**config.mk**
```make
export PLATFORM = sky130hd
export DESIGN_NAME = cfps_cell
export DESIGN_NICKNAME = d
export VERILOG_FILES = /design/src/sv/car_following_position_step_assert.svh /design/src/sv/cfps_pkg.sv /design/src/sv/cfps_cell.sv
export SDC_FILE = /design/constraint.sdc
export NUM_CORES = 1
export LEC_CHECK = 0
export ABC_AREA = 1
export CORE_MARGIN = 8
export CORE_UTILIZATION = 47
export DETAILED_ROUTE_END_ITERATION = 8
export DONT_BUFFER_PORTS = 1
export HOLD_SLACK_MARGIN = 0.06
export SKIP_CTS_REPAIR_TIMING = 1
export SYNTH_ARGS = -nofsm -noshare
export SYNTH_HDL_FRONTEND = slang
export SYNTH_SLANG_ARGS = --single-unit
```
**constraint.sdc**
```tcl
create_clock -name clk_i -period 8.9 [get_ports clk_i]
set_input_delay 0.445 -clock clk_i [delete_from_list [all_inputs] [get_ports clk_i]]
set_output_delay 0.445 -clock clk_i [all_outputs]
set_load 0.005 [all_outputs]
```
**src/sv/car_following_position_step_assert.svh**
```systemverilog
// Assertion macros shared by the car-following position step RTL.
// Depends on clk_i and rst_ni being visible where a macro is used.
`ifndef CAR_FOLLOWING_POSITION_STEP_ASSERT_SVH
`define CAR_FOLLOWING_POSITION_STEP_ASSERT_SVH
`ifndef NO_ASSERTIONS
`define CFPS_ASSERT(lbl, prop, msg) \
  lbl: assert property (@(posedge clk_i) disable iff (!rst_ni) (prop)) else $error(msg);
`define CFPS_ASSERT_NEXT(lbl, ante, cons, msg) \
  lbl: assert property (@(posedge clk_i) disable iff (!rst_ni) (ante) |=> (cons)) \
    else $error(msg);
`else
`define CFPS_ASSERT(lbl, prop, msg)
`define CFPS_ASSERT_NEXT(lbl, ante, cons, msg)
`endif
`endif

```
**src/sv/cfps_pkg.sv**
```systemverilog
// Types and constants for the car-following position step block.
// No dependencies; used by the vehicle cell and the top level.
`timescale 1ns / 1ps
package cfps_pkg;

  localparam int PosW = 20;
  localparam logic signed [PosW-1:0] PosMax = 20'sd524287;
  localparam logic signed [PosW-1:0] PosMin = -20'sd524288;

  localparam logic [2:0] CFG_FREE_STEP      = 3'd0;
  localparam logic [2:0] CFG_JAM_SPACING    = 3'd1;
  localparam logic [2:0] CFG_DELAY_TICKS    = 3'd2;
  localparam logic [2:0] CFG_ENTRY_INTERVAL = 3'd3;
  localparam logic [2:0] CFG_ROAD_LENGTH    = 3'd4;

  typedef struct packed {
    logic [11:0] free_step;
    logic [15:0] jam_spacing;
    logic [6:0]  delay_ticks;
    logic [9:0]  entry_interval;
    logic [18:0] road_length;
  } cfg_t;

  // Per-tick control shared by every cell.
  typedef struct packed {
    logic        load;      // transaction accepted: fetch delayed history
    logic        adv;       // the token cell updates this cycle
    logic        age_zero;  // delay of one tick: use the leader's fresh position
    logic        cap_ok;    // delayed tick is not before tick zero
    logic [15:0] tick;
  } cell_ctl_t;

  typedef struct packed {
    logic signed [PosW-1:0] position;
    logic                   active;
    logic                   reached_end;
  } cell_res_t;

endpackage

```
**src/sv/cfps_cell.sv**
```systemverilog
// One vehicle cell: position, sticky end flag and its ring of past positions.
// Depends on cfps_pkg; instantiated in a row by car_following_position_step.
`timescale 1ns / 1ps
module cfps_cell #(
  parameter int Idx      = 0,
  parameter int DelayMax = 64,
  parameter int Aw       = 6
) (
  input  logic                                clk_i,
  input  logic                                rst_ni,
  input  cfps_pkg::cfg_t                      cfg_i,
  input  cfps_pkg::cell_ctl_t                 ctl_i,
  input  logic [Aw-1:0]                       wr_slot_i,
  input  logic [Aw-1:0]                       rd_slot_i,
  input  logic [11:0]                         step_i,
  input  logic                                tok_i,
  input  logic signed [cfps_pkg::PosW-1:0]    lead_pos_i,
  input  logic signed [cfps_pkg::PosW-1:0]    lead_hist_i,
  output logic                                tok_o,
  output logic signed [cfps_pkg::PosW-1:0]    pos_o,
  output logic signed [cfps_pkg::PosW-1:0]    hist_o,
  output cfps_pkg::cell_res_t                 res_o
);

  logic signed [cfps_pkg::PosW-1:0] hist_q [DelayMax];
  logic signed [cfps_pkg::PosW-1:0] hist_rd_q;
  logic signed [cfps_pkg::PosW-1:0] pos_q, pos_d;
  logic                             reached_q, reached_d;
  logic                             tok_q;
  logic                             upd;
  logic [25:0]                      start_tick;
  logic                             act;
  logic signed [cfps_pkg::PosW:0]   sum, cap_raw;
  logic signed [cfps_pkg::PosW-1:0] free_pos, cap_pos, lead_val, capped;

  assign upd        = tok_q & ctl_i.adv;
  assign start_tick = 26'(Idx) * 26'(cfg_i.entry_interval);
  assign act        = {10'd0, ctl_i.tick} >= start_tick;

  always_comb begin
    sum      = {pos_q[cfps_pkg::PosW-1], pos_q} + $signed({9'd0, step_i});
    free_pos = (sum > 21'sd524287) ? cfps_pkg::PosMax : sum[cfps_pkg::PosW-1:0];
    lead_val = ctl_i.age_zero ? lead_pos_i : lead_hist_i;
    cap_raw  = {lead_val[cfps_pkg::PosW-1], lead_val} - $signed({5'd0, cfg_i.jam_spacing});
    cap_pos  = (cap_raw < -21'sd524288) ? cfps_pkg::PosMin : cap_raw[cfps_pkg::PosW-1:0];
    capped   = free_pos;
    if ((Idx > 0) && ctl_i.cap_ok && (free_pos > cap_pos)) begin
      capped = cap_pos;
    end
    pos_d     = act ? capped : pos_q;
    reached_d = reached_q | (act & ~pos_d[cfps_pkg::PosW-1] &
                (pos_d[18:0] >= cfg_i.road_length));
  end

  always_ff @(posedge clk_i or negedge rst_ni) begin
    if (!rst_ni) begin
      pos_q     <= '0;
      reached_q <= 1'b0;
      tok_q     <= 1'b0;
    end else begin
      if (ctl_i.load) begin
        tok_q <= (Idx == 0);
      end else if (ctl_i.adv) begin
        tok_q <= tok_i;
      end
      if (upd) begin
        pos_q     <= pos_d;
        reached_q <= reached_d;
      end
    end
  end

  // Ring of past positions; a slot is only ever read after it was written.
  always_ff @(posedge clk_i) begin
    if (upd) begin
      hist_q[wr_slot_i] <= pos_d;
    end
  end

  always_ff @(posedge clk_i) begin
    if (ctl_i.load) begin
      hist_rd_q <= hist_q[rd_slot_i];
    end
  end

  assign tok_o = tok_q;
  assign pos_o = pos_q;
  assign hist_o = hist_rd_q;
  assign res_o = '{position: pos_d, active: act, reached_end: reached_d};

endmodule

```
==> metrics list <==
- Outcome: finished, violations left
* Violations in the final reports: slew limit
- CTS built an H-tree with a depth of 4.
- Number of storage elements in the synthesis netlist: 1322
* Series of cell instances along the critical path: ha_1, nand2_2, nor2_2, nand2_1, nor2_1, a21oi_1, nand2_1, nand2_2, nand3_4, nand2_4, ha_1, nand2_1, nor2_1, nor3b_1, nand4_1, nand4_1, nand2_1, nand2_1
* Synthesized-area fraction occupied by xor and xnor cells: 0.00162
* Synth Cell Area: 54100 um^2
- The first detailed-routing pass took 5 iterations.
- Die outline width: 355 um
* Proportion of layout cells with a drive suffix above 1: 0.0794
- Row generation in the floorplan step produced 124 rows.
- CTS buffer count: 140
- Switching power share of the total: 0.284
- The area growth from synthesis to layout is 10.7%.
- Leading cell type in the layout, fill and taps excluded: edfxtp_1
- Synthesis produced a netlist with a net count of 4681.
- Simple-gate area share of the yosys netlist: 0.134
- In this design, the critical path's most frequently occurring cell is nand2_1.
- Clock latency on the worst-skew pair, taken at its later pin, is 0.74 ns.
* Commonest cells after routing, fill and taps aside: edfxtp_1 (1300), nand2_1 (875), nor2_1 (559)
- For this design the static power due to leakage is 0.0204 uW.
- Synth Instances: 4498
- The clock net in this run drives a total of 1322 sinks.
- The worst setup path is of the flip-flop to primary output kind.
- Final wirelength: 143 mm
- Setup violators final: 0
- The share of total power dissipated in the clock network is 0.326.
- Vias per Instance: 5.68
- Maximum clock frequency: 191 MHz
- Port buffering added 0 buffers.
- The final-report hold violation count was 0.
- For the finished layout, the period the worst path requires is 5.25 ns.
* Clock-pin transition on the worst setup and hold timing paths: 0.06 ns
- Once layout is complete, the cells apart from fillers number 6060.
* Family with the most delay on the worst path: simple AND/OR/NAND/NOR gates
- The initial utilization of the core area, before any placement, comes to 0.474.
- The share of synthesized area in the top cell type comes to 0.722.
- Height of the die: 355 um
- The share of the synthesized area in compound gates (AO/OA/AOI/OAI) was 0.0924.
- Antenna-violating nets left: 0
- Die outline area: 126000 um^2
- Tcrit/Tclk final: 0.590
- Portion of the post-synthesis area used by sequential elements: 0.732
- Min-delay worst type: input port to flip-flop
- Distinct cell type count after synthesis: 38
* Drc violations: 0
- For this run, the slowest stage of the critical path takes 0.61 ns.
- Pint: 11800 uW
* Mean instance size in the synthesized netlist: 12.0 um^2
- The first global-routing pass estimated 210 mm of wire.
- Worst ir drop on vdd: 412 uV
- Critical Path AT: 4.80 ns
* Net Switching: 4680 uW
* Final clock skew: 0.0335 ns
* Synthesis warning total: 0
- STA classifies the critical path endpoint as a primary output.
* Vias in the first global route: 32400
- Dividing the detail-routed wire length by the instance count gives 23.5 um.
* Fraction of synthesized area in multiplexers: 0
- Counting both buffers and inverters, the worst setup path holds a total of 0.
* Required time of the critical path: 8.46 ns
- Initial antenna violation count: 7
- Number of placed instances, taps included: 5814
* Slew margin rel.: -0.0759
* Cell taking the most area after synthesis: edfxtp_1
* Largest net degree at the start of global routing: 682
* Max Transition Viols Final: 140
- Placer's final routability congestion estimate: 0.832
* Critical Path Fanout Max: 67
* Vias after detailed routing: 34400
- Cell types with the largest area share after synthesis: edfxtp_1 (72%), nand2_1 (6.1%), o21ai_0 (5.2%)
* Critical path startpoint category: flip-flop
- The root buffer cell chosen for the clock tree is clkbuf_16.
- Seq pwr share: 0.507
- Half-perimeter wire length after detailed placement: 71.1 mm
* First-iteration detailed-routing DRC count: 3558
* Floorplan Core Area: 114000 um^2
* Max-cap violations: 0
- Summed over all layers, the global routing overflow is 0.
- Setup repair after global routing missed its margin: no
- Max Buffers Root-to-Sink: 3
* Post-route cell area: 59900 um^2
- Fraction of power consumed by combinational cells: 0.167
- During I/O placement, the number of pins put on the boundary was 214.
- Worst slew pin tran: 1.61 ns
* Layout net count: 4636
* Placed instance area: 55600 um^2
- TritonCTS built the clock tree.
* Total routing usage reported by global routing: 0.220
* Crit-path slowest cell: nand2_4
* Largest family of logic cells by synthesized area: simple AND/OR/NAND/NOR gates
* Adder-cell share of the synthesized area: 0.00754
* Setup TNS Final: 0 ns
- Power density over the cells: 275 nW/um^2
-- power by group through the flow --
stage	combinational, uW	clock, uW	sequential [uW]
after floorplan	1520	0	8460
after global placement	2710	0	8480
after detailed placement	2770	0	8490
after CTS	2770	5460	8360
after global routing	2990	5700	8370
final	2750	5380	8360
-- area by class of cell --
class                   instances  area (um^2)
repair buffers                 96          788
fillers                      9769        54300
clock inverters                52          415
well taps                    1512         1890
diodes                          2         5.00
inverters                     117          478
multi-input cells            2776        13000
flip-flops and latches       1322        39600
clock buffers                 183         3730
-- metrics by stage --
stage	util	hold WS [ns]	setup WS (ns)	power, uW
3_5_place_dp	0.487	0.150	4.34	11300
6_report	0.524	0.0615	3.65	16500
2_1_floorplan	-	0.149	4.78	9990
4_1_cts	0.523	-0.656	3.53	16600
3_3_place_gp	0.487	0.150	4.38	11200
5_1_grt	0.524	0.0696	3.21	17100
-- final timing paths --
kind,startpoint,slack [ns],depth (start not counted),to
min in group asynchronous,rst_ni,0.15,2,pos_o[14]
max in group asynchronous,rst_ni,8.60,2,pos_o[15]
max reg2reg,pos_o[9],4.72,18,reached_q
min,rd_slot_i[5],0.06,2,hist_o[3]
max,pos_o[9],3.65,18,res_o[0]
min reg2reg,reached_q,0.46,2,reached_q
-- worst register-to-register path, cell delays in order (launching register included) --
cell and delay [ns]:
dfrtp_1 0.43, ha_1 0.44, nand2_2 0.13, nor2_2 0.17
nand2_1 0.06, nor2_1 0.16, a21oi_1 0.11, nand2_1 0.10
nand2_2 0.07, nand3_4 0.36, nand2_4 0.62, ha_1 0.59
nand2_1 0.06, nor2_1 0.10, nor3b_1 0.25, nand4_1 0.12
nand4_1 0.09, nand2_1 0.07, o21ai_0 0.14
-- layer usage --
metal / GRT usage / routed length, um / up-vias
met5: 0 / 0 / -
met4: 0.0693 / 3790 / 0
met1: 0.304 / 60800 / 17000
met2: 0.353 / 66900 / 1231
li1: - / - / 16000
met3: 0.0425 / 11100 / 217
-- registers in the layout, summed over array words and instances (netlist names) --
register / cells
reached_q: 1
tok_o: 1
pos_o: 20
hist_o: 20
hist_q: 1280
-- cells in the mapped netlist --
cell,count
a21o_1,1
a21oi_1,76
and2_1,1
buf_1,23
buf_12,1
buf_2,113
buf_4,6
buf_6,8
clkbuf_1,130
clkbuf_2,2
conb_1,1
dfrtp_1,22
edfxtp_1,1300
fa_1,1
ha_1,31
inv_1,110
inv_2,6
inv_6,1
nand2_1,884
nand2_2,4
nand2_4,10
nand3_1,253
nand3_2,1
nand3_4,1
nand3b_1,4
nand4_1,12
nor2_1,623
nor2_2,3
nor2_4,1
nor3_1,3
nor3b_1,1
o21a_1,1
o21ai_0,557
o21ai_1,35
o21bai_1,2
o22ai_1,260
xnor2_1,6
xor2_1,4
-- cell families after synthesis --
kind of cell | after synthesis
and+or+nand+nor | 1801
other | 1
DFF | 1322
adders and majority gates | 32
AOI/OAI and AO/OA | 932
buffers and inverters | 400
xor gates and xnor gates | 10
No activity file was read; power rests on OpenSTA's default activity.
